--- src/rdt_pkg.sv ---
package rdt_pkg;

  // Field widths
  localparam int unsigned NowW      = 63;
  localparam int unsigned DeadlineW = 64;
  localparam int unsigned TimeoutW  = 31;
  localparam int unsigned CfgW      = 32;
  localparam int unsigned StepW     = 42;  // the alignment step in us fits in 42 bits
  localparam int unsigned CntW      = 6;   // one divider step per dividend bit

  localparam logic [DeadlineW-1:0] DeadlineMax = {1'b0, {(DeadlineW-1){1'b1}}};
  localparam logic [TimeoutW-1:0]  TimeoutMax  = {TimeoutW{1'b1}};
  localparam logic [StepW-1:0]     UsPerMs     = StepW'(1000);
  localparam logic [DeadlineW-1:0] MsRoundUp   = DeadlineW'(999);

  // Microseconds to milliseconds: drop 3 bits (1000 = 8 * 125), then multiply by
  // the rounded-up reciprocal of 125, ten multiplier bits per step
  localparam int unsigned UsShift    = 3;
  localparam int unsigned ScaledW    = 38;  // saturation bound over 8 fits in 38 bits
  localparam int unsigned ChunkW     = 10;
  localparam int unsigned MulSteps   = 4;
  localparam int unsigned RecipW     = ChunkW * MulSteps;
  localparam int unsigned RecipShift = 45;
  localparam int unsigned QuoShift   = RecipShift - RecipW;
  localparam logic [DeadlineW-1:0] TmoSatUs = 64'd2147483648000;  // 2^31 ms in us
  localparam logic [RecipW-1:0]    TmoRecip =
      RecipW'(((64'd1 << RecipShift) + 64'd124) / 64'd125);

  typedef enum logic [1:0] {
    REQ_POLL = 2'd0,
    REQ_ARM  = 2'd1,
    REQ_FIRE = 2'd2
  } req_e;

  typedef enum logic [1:0] {
    CFG_INTERVAL    = 2'd0,
    CFG_GRANULARITY = 2'd1
  } cfg_idx_e;

  typedef enum logic [2:0] {
    ST_IDLE,
    ST_DECODE,
    ST_DIV_MOD,
    ST_SNAP,
    ST_EVAL,
    ST_MUL_TMO,
    ST_FINISH
  } state_e;

  typedef struct packed {
    logic [1:0]     req_type;
    logic [NowW-1:0] now_us;
  } in_t;

  typedef struct packed {
    logic                        due;
    logic [TimeoutW-1:0]         tmo_ms;
    logic signed [DeadlineW-1:0] deadline_us;
  } out_t;

  // Controller to datapath
  typedef struct packed {
    logic load;      // capture the request
    logic arm;       // form now + interval and start the modulo
    logic fire;      // deadline takes now
    logic div_step;  // one restoring division step
    logic snap;      // align and saturate the armed deadline
    logic eval;      // compare and start the timeout multiply
    logic mul_step;  // one reciprocal multiply step
    logic out_load;  // fill the output register
  } cmd_t;

  // Datapath to controller
  typedef struct packed {
    req_e req;
    logic gran_zero;
    logic div_last;
    logic mul_last;
  } sts_t;

  // x * 1000 as shifts and subtracts
  function automatic logic [StepW-1:0] times_1000(input logic [CfgW-1:0] x);
    logic [StepW-1:0] xw;
    xw = StepW'(x);
    return (xw << 10) - (xw << 4) - (xw << 3);
  endfunction

endpackage

--- src/rdt_ctrl.sv ---
module rdt_ctrl (
  input  logic          clk_i,
  input  logic          rst_ni,
  input  logic          in_valid_i,
  output logic          in_stall_o,
  output logic          out_valid_o,
  input  logic          out_stall_i,
  input  rdt_pkg::sts_t sts_i,
  output rdt_pkg::cmd_t cmd_o
);

  rdt_pkg::state_e state_q, state_d;
  logic            out_valid_q, out_valid_d;

  // State and output valid registers
  always_ff @(posedge clk_i or negedge rst_ni) begin
    if (!rst_ni) begin
      state_q     <= rdt_pkg::ST_IDLE;
      out_valid_q <= 1'b0;
    end else begin
      state_q     <= state_d;
      out_valid_q <= out_valid_d;
    end
  end

  // Next state and commands
  always_comb begin
    state_d     = state_q;
    cmd_o       = '0;
    out_valid_d = out_valid_q && out_stall_i;
    case (state_q)
      rdt_pkg::ST_IDLE: begin
        if (in_valid_i) begin
          cmd_o.load = 1'b1;
          state_d    = rdt_pkg::ST_DECODE;
        end
      end
      rdt_pkg::ST_DECODE: begin
        if (sts_i.req == rdt_pkg::REQ_ARM) begin
          cmd_o.arm = 1'b1;
          state_d   = sts_i.gran_zero ? rdt_pkg::ST_SNAP : rdt_pkg::ST_DIV_MOD;
        end else begin
          cmd_o.fire = (sts_i.req == rdt_pkg::REQ_FIRE);
          state_d    = rdt_pkg::ST_EVAL;
        end
      end
      rdt_pkg::ST_DIV_MOD: begin
        cmd_o.div_step = 1'b1;
        if (sts_i.div_last) begin
          state_d = rdt_pkg::ST_SNAP;
        end
      end
      rdt_pkg::ST_SNAP: begin
        cmd_o.snap = 1'b1;
        state_d    = rdt_pkg::ST_EVAL;
      end
      rdt_pkg::ST_EVAL: begin
        cmd_o.eval = 1'b1;
        state_d    = rdt_pkg::ST_MUL_TMO;
      end
      rdt_pkg::ST_MUL_TMO: begin
        cmd_o.mul_step = 1'b1;
        if (sts_i.mul_last) begin
          state_d = rdt_pkg::ST_FINISH;
        end
      end
      rdt_pkg::ST_FINISH: begin
        // Wait for the output register to free up
        if (!out_valid_q || !out_stall_i) begin
          cmd_o.out_load = 1'b1;
          out_valid_d    = 1'b1;
          state_d        = rdt_pkg::ST_IDLE;
        end
      end
      default: begin
        state_d = rdt_pkg::ST_IDLE;
      end
    endcase
  end

  assign in_stall_o  = (state_q != rdt_pkg::ST_IDLE);
  assign out_valid_o = out_valid_q;

endmodule

--- src/rdt_datapath.sv ---
module rdt_datapath (
  input  logic                           clk_i,
  input  logic                           rst_ni,
  input  rdt_pkg::in_t                   in_data_i,
  output rdt_pkg::out_t                  out_data_o,
  input  logic                           cfg_we_i,
  input  logic [1:0]                     cfg_index_i,
  input  logic [rdt_pkg::CfgW-1:0]       cfg_data_i,
  input  rdt_pkg::cmd_t                  cmd_i,
  output rdt_pkg::sts_t                  sts_o
);

  localparam int unsigned DW  = rdt_pkg::DeadlineW;
  localparam int unsigned SW  = rdt_pkg::StepW;
  localparam int unsigned TW  = rdt_pkg::TimeoutW;
  localparam int unsigned XW  = rdt_pkg::ScaledW;
  localparam int unsigned CW  = rdt_pkg::ChunkW;
  localparam int unsigned US  = rdt_pkg::UsShift;
  localparam int unsigned QS  = rdt_pkg::QuoShift;
  localparam int unsigned AW  = XW + 1;
  localparam int unsigned PW  = XW + CW;
  localparam int unsigned SUW = PW + 1;

  logic [rdt_pkg::CfgW-1:0]   interval_q, granularity_q;
  logic [1:0]                 req_q;
  logic [rdt_pkg::NowW-1:0]   now_q;
  logic [DW-1:0]              t_q, t_d;
  logic [DW-1:0]              deadline_q, deadline_d;
  logic [SW-1:0]              rem_q, rem_d;
  logic [DW-1:0]              quo_q, quo_d;
  logic [rdt_pkg::CntW-1:0]   cnt_q, cnt_d;
  logic                       due_q, due_d;
  logic                       sat_q, sat_d;
  logic [XW-1:0]              scaled_q, scaled_d;
  logic [AW-1:0]              acc_q, acc_d;
  logic [rdt_pkg::RecipW-1:0] recip_q, recip_d;
  rdt_pkg::out_t              out_q;

  logic [SW-1:0]   step_us, iv_us;
  logic [DW-1:0]   now_ext, t_sum, t_base, t_snap;
  logic [SW+1:0]   trial;
  logic            round_up;
  logic [DW-1:0]   tmo_us;
  logic [PW-1:0]   prod;
  logic [SUW-1:0]  acc_sum;
  logic [TW-1:0]   tmo_val;

  // Configuration registers
  always_ff @(posedge clk_i or negedge rst_ni) begin
    if (!rst_ni) begin
      interval_q    <= '0;
      granularity_q <= '0;
    end else if (cfg_we_i) begin
      if (cfg_index_i == rdt_pkg::CFG_INTERVAL) begin
        interval_q <= cfg_data_i;
      end
      if (cfg_index_i == rdt_pkg::CFG_GRANULARITY) begin
        granularity_q <= cfg_data_i;
      end
    end
  end

  // Arm sum: zero interval counts as one ms
  assign step_us = rdt_pkg::times_1000(granularity_q);
  assign iv_us   = (interval_q == '0) ? rdt_pkg::UsPerMs : rdt_pkg::times_1000(interval_q);
  assign now_ext = {1'b0, now_q};
  assign t_sum   = now_ext + DW'(iv_us);

  // Restoring division step: shift one dividend bit into the remainder
  assign trial   = {1'b0, rem_q, quo_q[DW-1]} - {2'b00, step_us};

  // Snap to the step, round up at a quarter step, then saturate
  assign round_up = (rem_q >= (step_us >> 2));
  assign t_base   = t_q - DW'(rem_q);
  assign t_snap   = (granularity_q == '0) ? t_q :
                    (round_up ? t_base + DW'(step_us) : t_base);

  // Time left plus the round-up term, and one reciprocal multiply step
  assign tmo_us  = deadline_q + rdt_pkg::MsRoundUp - now_ext;
  assign prod    = scaled_q * recip_q[CW-1:0];
  assign acc_sum = SUW'(acc_q) + SUW'(prod);

  // Timeout from the scaled product, saturated, or zero once the deadline is due
  assign tmo_val = due_q ? '0 :
                   (sat_q ? rdt_pkg::TimeoutMax : acc_q[TW+QS-1:QS]);

  always_comb begin
    t_d        = t_q;
    deadline_d = deadline_q;
    rem_d      = rem_q;
    quo_d      = quo_q;
    cnt_d      = cnt_q;
    due_d      = due_q;
    sat_d      = sat_q;
    scaled_d   = scaled_q;
    acc_d      = acc_q;
    recip_d    = recip_q;
    if (cmd_i.arm) begin
      t_d   = t_sum;
      quo_d = t_sum;
      rem_d = '0;
      cnt_d = '0;
    end
    if (cmd_i.fire) begin
      deadline_d = now_ext;
    end
    if (cmd_i.div_step) begin
      if (!trial[SW+1]) begin
        rem_d = trial[SW-1:0];
        quo_d = {quo_q[DW-2:0], 1'b1};
      end else begin
        rem_d = {rem_q[SW-2:0], quo_q[DW-1]};
        quo_d = {quo_q[DW-2:0], 1'b0};
      end
      cnt_d = cnt_q + 1'b1;
    end
    if (cmd_i.snap) begin
      deadline_d = t_snap[DW-1] ? rdt_pkg::DeadlineMax : t_snap;
    end
    if (cmd_i.eval) begin
      due_d    = (deadline_q <= now_ext);
      sat_d    = (tmo_us >= rdt_pkg::TmoSatUs);
      scaled_d = tmo_us[XW+US-1:US];
      acc_d    = '0;
      recip_d  = rdt_pkg::TmoRecip;
      cnt_d    = '0;
    end
    if (cmd_i.mul_step) begin
      acc_d   = acc_sum[SUW-1:CW];
      recip_d = recip_q >> CW;
      cnt_d   = cnt_q + 1'b1;
    end
  end

  // Deadline state and step counter
  always_ff @(posedge clk_i or negedge rst_ni) begin
    if (!rst_ni) begin
      deadline_q <= '0;
      cnt_q      <= '0;
    end else begin
      deadline_q <= deadline_d;
      cnt_q      <= cnt_d;
    end
  end

  // Working payload registers
  always_ff @(posedge clk_i) begin
    if (cmd_i.load) begin
      req_q <= in_data_i.req_type;
      now_q <= in_data_i.now_us;
    end
    t_q      <= t_d;
    rem_q    <= rem_d;
    quo_q    <= quo_d;
    due_q    <= due_d;
    sat_q    <= sat_d;
    scaled_q <= scaled_d;
    acc_q    <= acc_d;
    recip_q  <= recip_d;
    if (cmd_i.out_load) begin
      out_q.due         <= due_q;
      out_q.tmo_ms      <= tmo_val;
      out_q.deadline_us <= signed'(deadline_q);
    end
  end

  assign out_data_o      = out_q;
  assign sts_o.req       = rdt_pkg::req_e'(req_q);
  assign sts_o.gran_zero = (granularity_q == '0);
  assign sts_o.div_last  = &cnt_q;
  assign sts_o.mul_last  = (cnt_q == rdt_pkg::CntW'(rdt_pkg::MulSteps - 1));

endmodule

--- src/rearmable_deadline_timer.sv ---
// The result is offered after a poll or fire-now transfer once the timeout is formed;
// an arm first forms and saturates the deadline, after a 64-step serial modulo if granularity is set.
// The timeout takes a 4-step reciprocal multiply after the deadline compare.
// One request is in flight at a time; the next transfer is taken the cycle after the
// result loads.
// Reset clears the deadline and both configuration registers to zero.
module rearmable_deadline_timer (
  input  logic                     clk_i,
  input  logic                     rst_ni,
  input  logic                     in_valid_i,
  output logic                     in_stall_o,
  input  rdt_pkg::in_t             in_data_i,
  output logic                     out_valid_o,
  input  logic                     out_stall_i,
  output rdt_pkg::out_t            out_data_o,
  input  logic                     cfg_valid_i,
  output logic                     cfg_ready_o,
  input  logic [1:0]               cfg_index_i,
  input  logic [rdt_pkg::CfgW-1:0] cfg_data_i
);

  rdt_pkg::cmd_t cmd;
  rdt_pkg::sts_t sts;

  assign cfg_ready_o = 1'b1;

  rdt_ctrl u_ctrl (
    .clk_i       (clk_i),
    .rst_ni      (rst_ni),
    .in_valid_i  (in_valid_i),
    .in_stall_o  (in_stall_o),
    .out_valid_o (out_valid_o),
    .out_stall_i (out_stall_i),
    .sts_i       (sts),
    .cmd_o       (cmd)
  );

  rdt_datapath u_datapath (
    .clk_i       (clk_i),
    .rst_ni      (rst_ni),
    .in_data_i   (in_data_i),
    .out_data_o  (out_data_o),
    .cfg_we_i    (cfg_valid_i),
    .cfg_index_i (cfg_index_i),
    .cfg_data_i  (cfg_data_i),
    .cmd_i       (cmd),
    .sts_o       (sts)
  );

endmodule
--- config.mk ---
export PLATFORM = sky130hd
export DESIGN_NAME = rearmable_deadline_timer
export DESIGN_NICKNAME = d
export VERILOG_FILES = /design/src/rdt_pkg.sv /design/src/rdt_ctrl.sv /design/src/rdt_datapath.sv /design/src/rearmable_deadline_timer.sv
export SDC_FILE = /design/constraint.sdc
export NUM_CORES = 2
export LEC_CHECK = 0
export ABC_AREA = 0
export BUFFER_PORTS_ARGS = -buffer_cell sky130_fd_sc_hd__buf_4
export CAP_MARGIN = 15
export CORE_MARGIN = 8
export CORE_UTILIZATION = 55
export DETAILED_ROUTE_END_ITERATION = 10
export PLACE_DENSITY = 0.71
export SLEW_MARGIN = 20
export SYNTH_ARGS = -nofsm -noshare
export SYNTH_HDL_FRONTEND = slang
export SYNTH_HIERARCHICAL = 1
export SYNTH_SLANG_ARGS = --single-unit
--- constraint.sdc ---
create_clock -name clk_i -period 12.8 [get_ports clk_i]
set_clock_uncertainty 0.1 [all_clocks]
set_input_delay 1.28 -clock clk_i [delete_from_list [all_inputs] [get_ports clk_i]]
set_output_delay 1.28 -clock clk_i [all_outputs]
set_load 0.05 [all_outputs]
Word-level counts from Yosys, hierarchy flattened --
Cells that the tools add are included.
Word-level totals: register bits 570, latch bits 0, bits in writable memories 0, ROM bits 0, output and inout bits 99, memories kept 0
Cells by class: $add $sub $neg 12, $mul 1, divide/modulo/power cells 0, order comparisons 3, eq/ne operators 14, shifts and indexed selects 0, muxes and demuxes 41, bitwise operators 0, reductions and logical operators 17
Operators with widths (number):
- 64-bit 2-to-1 mux | 6
- 42-bit 2-to-1 mux | 4
- 42-bit by 35-bit subtractor with 42-bit output | 2
- 42-bit by 36-bit subtractor with 42-bit output | 2
- 39-bit 2-to-1 mux | 2
- 63-bit by 42-bit adder with 64-bit output | 1
- 64-bit by 10-bit adder with 64-bit output, second input constant | 1
- 64-bit by 42-bit adder with 64-bit output | 1
- 64-bit by 41-bit greater-or-equal comparator with 1-bit output, second input constant | 1
- 64-bit by 63-bit less-or-equal comparator with 1-bit output | 1
- 32-bit logical NOT | 2
- 64-bit by 42-bit subtractor with 64-bit output | 1
- 64-bit by 63-bit subtractor with 64-bit output | 1
- 63-bit 2-to-1 mux | 1
- 29-bit 2-to-1 mux | 2
- 39-bit by 48-bit adder with 49-bit output | 1
- 38-bit by 10-bit multiplier with 48-bit output | 1
- 43-bit by 42-bit subtractor with 44-bit output | 1
- 42-bit by 40-bit greater-or-equal comparator with 1-bit output | 1
- 31-bit 2-to-1 mux | 1
- 6-bit 2-to-1 mux | 4
- 3-bit case mux with 7 select lines | 1
- 3-bit 2-to-1 mux | 5
- 1-bit 2-to-1 mux | 14
- 21 further kinds | 31

Logic depth before layout (Yosys ltp) --
depth after elaboration 7, gate-level depth with buffers 33, mapped depth without buffers 32

Cells and area by module --
The synthesis kept the hierarchy.
By module, submodules not included:
- rdt_datapath | times used 1, cells an instance 5979, area each 55421.9 um2, sequential area each 16050.4 um2
- rdt_ctrl | times used 1, cells an instance 37, area each 319.1 um2, sequential area each 100.1 um2
- rearmable_deadline_timer | times used 1, cells an instance 2, area each 11.3 um2, sequential area each 0.0 um2

Least setup slack after synthesis --
Ideal clock, no wire load.
path type register -> register, start point register u_ctrl.state_q[1], end point register u_datapath.quo_q[0] (enable), library setup time 0.420 ns, data arrival time 6.999 ns, setup slack 5.281 ns, cell stages (with the launch flop) 5, path buffers 1, period minus slack after synthesis 7.519 ns, cell sequence dfrtp_1 buf_6 nand2b_4 nor3_1 or2_2
RTL lines:
- from (decl) | line rdt_ctrl.sv:12 | rdt_pkg::state_e state_q, state_d;
- from (signal assigned) | line rdt_ctrl.sv:18 | state_q <= rdt_pkg::ST_IDLE;
- from (signal assigned) | line rdt_ctrl.sv:21 | state_q <= state_d;
- to (signal assigned) | line rdt_datapath.sv:154 | quo_q <= quo_d;
- to (decl) | line rdt_datapath.sv:30 | logic [DW-1:0] quo_q, quo_d;

Worst setup path after layout --
start point register u_datapath/granularity_q[0] (netlist bit), end point register u_datapath.deadline_q[39]
On the way: longest elaborated chain between the ends 7
Ends and longest elaborated chain:
- from (decl) | line rdt_datapath.sv:24 | logic [rdt_pkg::CfgW-1:0] interval_q, granularity_q;
- from (signal assigned) | line rdt_datapath.sv:58 | granularity_q <= cfg_data_i;
- 42-bit by 36-bit subtractor with 42-bit output | line rdt_pkg.sv:85 | return (xw << 10) - (xw << 4) - (xw << 3);
- 42-bit by 35-bit subtractor with 42-bit output | line rdt_pkg.sv:85
- 64-bit by 42-bit adder with 64-bit output / 42-bit by 40-bit greater-or-equal comparator with 1-bit output (equally long branches) | line rdt_datapath.sv:76, rdt_datapath.sv:73
- 64-bit 2-to-1 mux | line rdt_datapath.sv:76 | (round_up ? t_base + DW'(step_us) : t_base);
- 64-bit 2-to-1 mux * | line rdt_datapath.sv:75 | assign t_snap = (granularity_q == '0) ? t_q :
- 63-bit 2-to-1 mux * | line rdt_datapath.sv:118 | deadline_d = t_snap[DW-1] ? rdt_pkg::DeadlineMax : t_snap;
- 64-bit 2-to-1 mux * | line rdt_datapath.sv:117 | if (cmd_i.snap) begin
- to (signal assigned) | line rdt_datapath.sv:141 | deadline_q <= deadline_d;
- to (decl) | line rdt_datapath.sv:28 | logic [DW-1:0] deadline_q, deadline_d;
Mark *: on every way between the ends. The rest lies on a longest branch, timed or not. A chain may end at the register's enable or synchronous reset.

==> summary.md <==
| Metric | Value |
|---|---|
| I/O pins | `203` |
| Post-CTS Setup Repair Bufs | `0` |
| Initial drt markers | `4159` |
| WP data required | `13.29 ns` |
| Post-Route WL | `158.7 mm` |
| Critical Path Start Type | `flop` |
| Core area | `100300 um^2` |
| WP buf/inv | `1` |
| EDFF count, synth | `423` |
| Max-slew headroom | `24.91%` |
| CP max-delay cell | `nand2_2` |
| GRT Total Usage | `27.85%` |
| H-tree Lvls | `3` |
| Hold Buf Count CTS | `0` |
| Routed WL per cell | `20.99 um` |
| Post-Syn Area | `55750 um^2` |
| CTS Buf Count | `71` |
| DRC viols | `0` |
| Die Ht | `334.4 um` |
| GPL Wtd Cong | `0.9685` |
| Unique masters post-synth | `115` |
| Ratio of final minimum period to clock period | `67.03%` |
| Remaining Overflow, GRT | `0` |
| Final ANT Viol Nets | `0` |
| Initial core utilization | `55.59%` |
| Vias in the first global route | `43911` |
| Critical path data arrival time | `9.07 ns` |
| CP Class | `reg2reg` |
| Register area share after synthesis | `28.97%` |
| Die W | `334.4 um` |
| Syn. warnings | `6` |
| Fill cells | `8539` |
| CTS tree | `built` |
| R2R Path Start | `u_datapath/granularity_q[0]` |
| Clk buf depth | `3` |
| Via Count | `44433` |
| Clk Latency, worst-skew pair | `0.68 ns` |
| Clk root buf | `clkbuf_16` |
| Delay-heaviest family, CP | `compound AO/OA/AOI/OAI gates` |
| Final Max Slew Viols | `0` |
| Post-Syn Instances | `6018` |
| Fraction of registers with async set/reset | `24.42%` |
| Worst Path Max Fanout | `39` |
| Synth Register Bits | `561` |
| Fmax | `116.6 MHz` |
| Antenna violations before repair | `2` |
| Max stage delay on crit path | `0.61 ns` |
| RSZ-0062 raised after global routing | `false` |
| Area of the die | `111800 um^2` |
| Fin nets | `7171` |
| Crit-path most repeated cell | `a21o_1` |
| Place WS | `4.389 ns` |
| Clock sinks | `561` |
| Mapped Nets | `7046` |
| Worst slew pin tran | `1.120 ns` |
| Worst Setup SP | `u_datapath/granularity_q[0]` |
| Setup TNS | `0 ns` |
| CTS resizes | `0` |
| Final setup margin | `4.221 ns` |
| # setup viols final | `0` |
| Crit path capture type | `flop` |
| Synthesis-to-layout area growth | `9.318%` |
| Worst-path clk slew | `0.06 ns` |
| Largest net degree at the start of global routing | `73` |
| First-pass GRT wire length | `248.2 mm` |
| Status | `complete, no violations` |
| Row Count | `116` |
| HP Class | `reg2reg` |
| Number of port buffers | `200` |
| Vias per inst | `5.877` |
| Max-cap viol count | `0` |
| Share of cells above drive strength 1 | `8.481%` |
| Drt first pass iters | `6` |
| Syn_area_per_cell | `9.264 um^2` |
| Synth Flop Type | `edfxtp_1` |
| Hold Fails Final Rpt | `0` |
| Hold Path Origin | `u_datapath/deadline_q[26]` |
| DPL Wire Length | `128.3 mm` |
| Final min period | `8.579 ns` |
[kinds of logic (layout without fill, tap and decap cells)]
family / Yosys count / in the layout / share of synthesized area, %
AOI/OAI and AO/OA: 1379 / 1379 / 16.02
xor gates and xnor gates: 357 / 357 / 5.685
adders and majority gates: 931 / 931 / 25.32
buffers and inverters: 929 / 1113 / 6.470
DFF: 561 / 561 / 28.97
muxes: 94 / 94 / 1.845
other: 2 / 3 / 0.01347
and+or+nand+nor: 1765 / 1765 / 15.68
[synth_stat cells (all sizes together), types with 64 or more instances]
library cell	count	area share, %
a21o	160	2.2
dfrtp	137	6.1
nand3	82	0.74
o21ai	295	2.7
nand2	488	3.3
xor2	129	2.0
a211oi	83	1.1
nand4	64	0.72
nor2b	92	1.0
xnor2	226	3.6
fa	331	12
nor2	460	3.1
a21oi	412	3.7
nand2b	70	0.80
and2	264	3.0
clkbuf	135	0.91
edfxtp	423	23
nor3	76	0.69
a31oi	83	1.1
mux2	67	1.4
inv	739	5.0
ha	593	13
o21bai	73	0.99
[worst reg2reg max path: cells and delay by family (launching register included)]
| family | cells | cell delay, ns |
|---|---|---|
| xor gates and xnor gates | 1 | 0.19 |
| AOI/OAI and AO/OA | 15 | 3.39 |
| buffers and inverters | 1 | 0.18 |
| muxes | 2 | 0.65 |
| DFF | 1 | 0.51 |
| adders and majority gates | 3 | 1.03 |
| and+or+nand+nor | 8 | 2.49 |
[through the flow]
step	instance area, um^2	utilization, %	cells	hold slack, ns
6_report	60950	60.77	7560	0.3807
5_1_grt	60940	60.77	7559	0.3895
4_1_cts	60920	60.75	7558	0.3733
3_5_place_dp	58490	58.32	7426	0.3576
3_3_place_gp	58490	58.32	7426	0.3527
2_1_floorplan	55750	-	6018	0.3429
[flip-flops by register name (all words and copies together), names as in the netlist]
register,count
u_datapath/scaled_q,38
u_datapath/deadline_q,63
u_datapath/req_q,2
u_datapath/quo_q,64
u_datapath/acc_q,39
u_datapath/recip_q,15
u_datapath/cnt_q,6
u_ctrl/out_valid_o,1
u_datapath/rem_q,42
u_datapath/now_q,63
u_datapath/interval_q,32
u_datapath/due_q,1
u_datapath/out_data_o,95
u_datapath/granularity_q,32
u_datapath/sat_q,1
u_datapath/t_q,64
u_ctrl/state_q,3
[cell usage in the layout, fill, tap and decap left out, types with 92 or more instances in the layout]
cell,count
a21oi_1,406
dfrtp_1,137
edfxtp_1,423
buf_4,240
nand2_1,487
ha_1,593
nor2b_1,92
xnor2_1,225
nor2_1,457
xor2_1,128
fa_1,331
a21o_1,160
and2_1,262
inv_1,735
o21ai_0,285
[per-layer routing]
metal | track usage, % | part of all wire (%)
met2 | 45.46 | 46
met5 | 0 | 0
met1 | 38.25 | 44
met4 | 8.492 | 2.9
met3 | 4.262 | 7.6
[cell type report]
cell class                      instances  area [um^2]  area share (%)
Multi-Input combinational cell       4528        36060           59.17
Tap cell                             1357         1698           2.786
Inverter                              739         2778           4.557
Sequential cell                       561        16150           26.50
Timing Repair Buffer                  242         1828           2.999
Clock buffer                           89         1959           3.215
Clock inverter                         43        471.7          0.7740
Antenna cell                            1        2.502        0.004106
[final timing paths]
path                                                    end  slack [ns]  depth (start not counted)
worst min-delay path              u_datapath/out_data_o[26]        0.38                          0
max in group asynchronous       u_datapath/granularity_q[4]       10.34                          3
worst max-delay path              u_datapath/deadline_q[39]        4.22                         30
worst min register to register    u_datapath/out_data_o[26]        0.38                          0
worst max register to register    u_datapath/deadline_q[39]        4.22                         30
min in group asynchronous         u_datapath/deadline_q[61]        0.52                          1
Power is not shown: default switching activity piles up to over one toggle a cycle in this logic, so the estimate is an artifact.
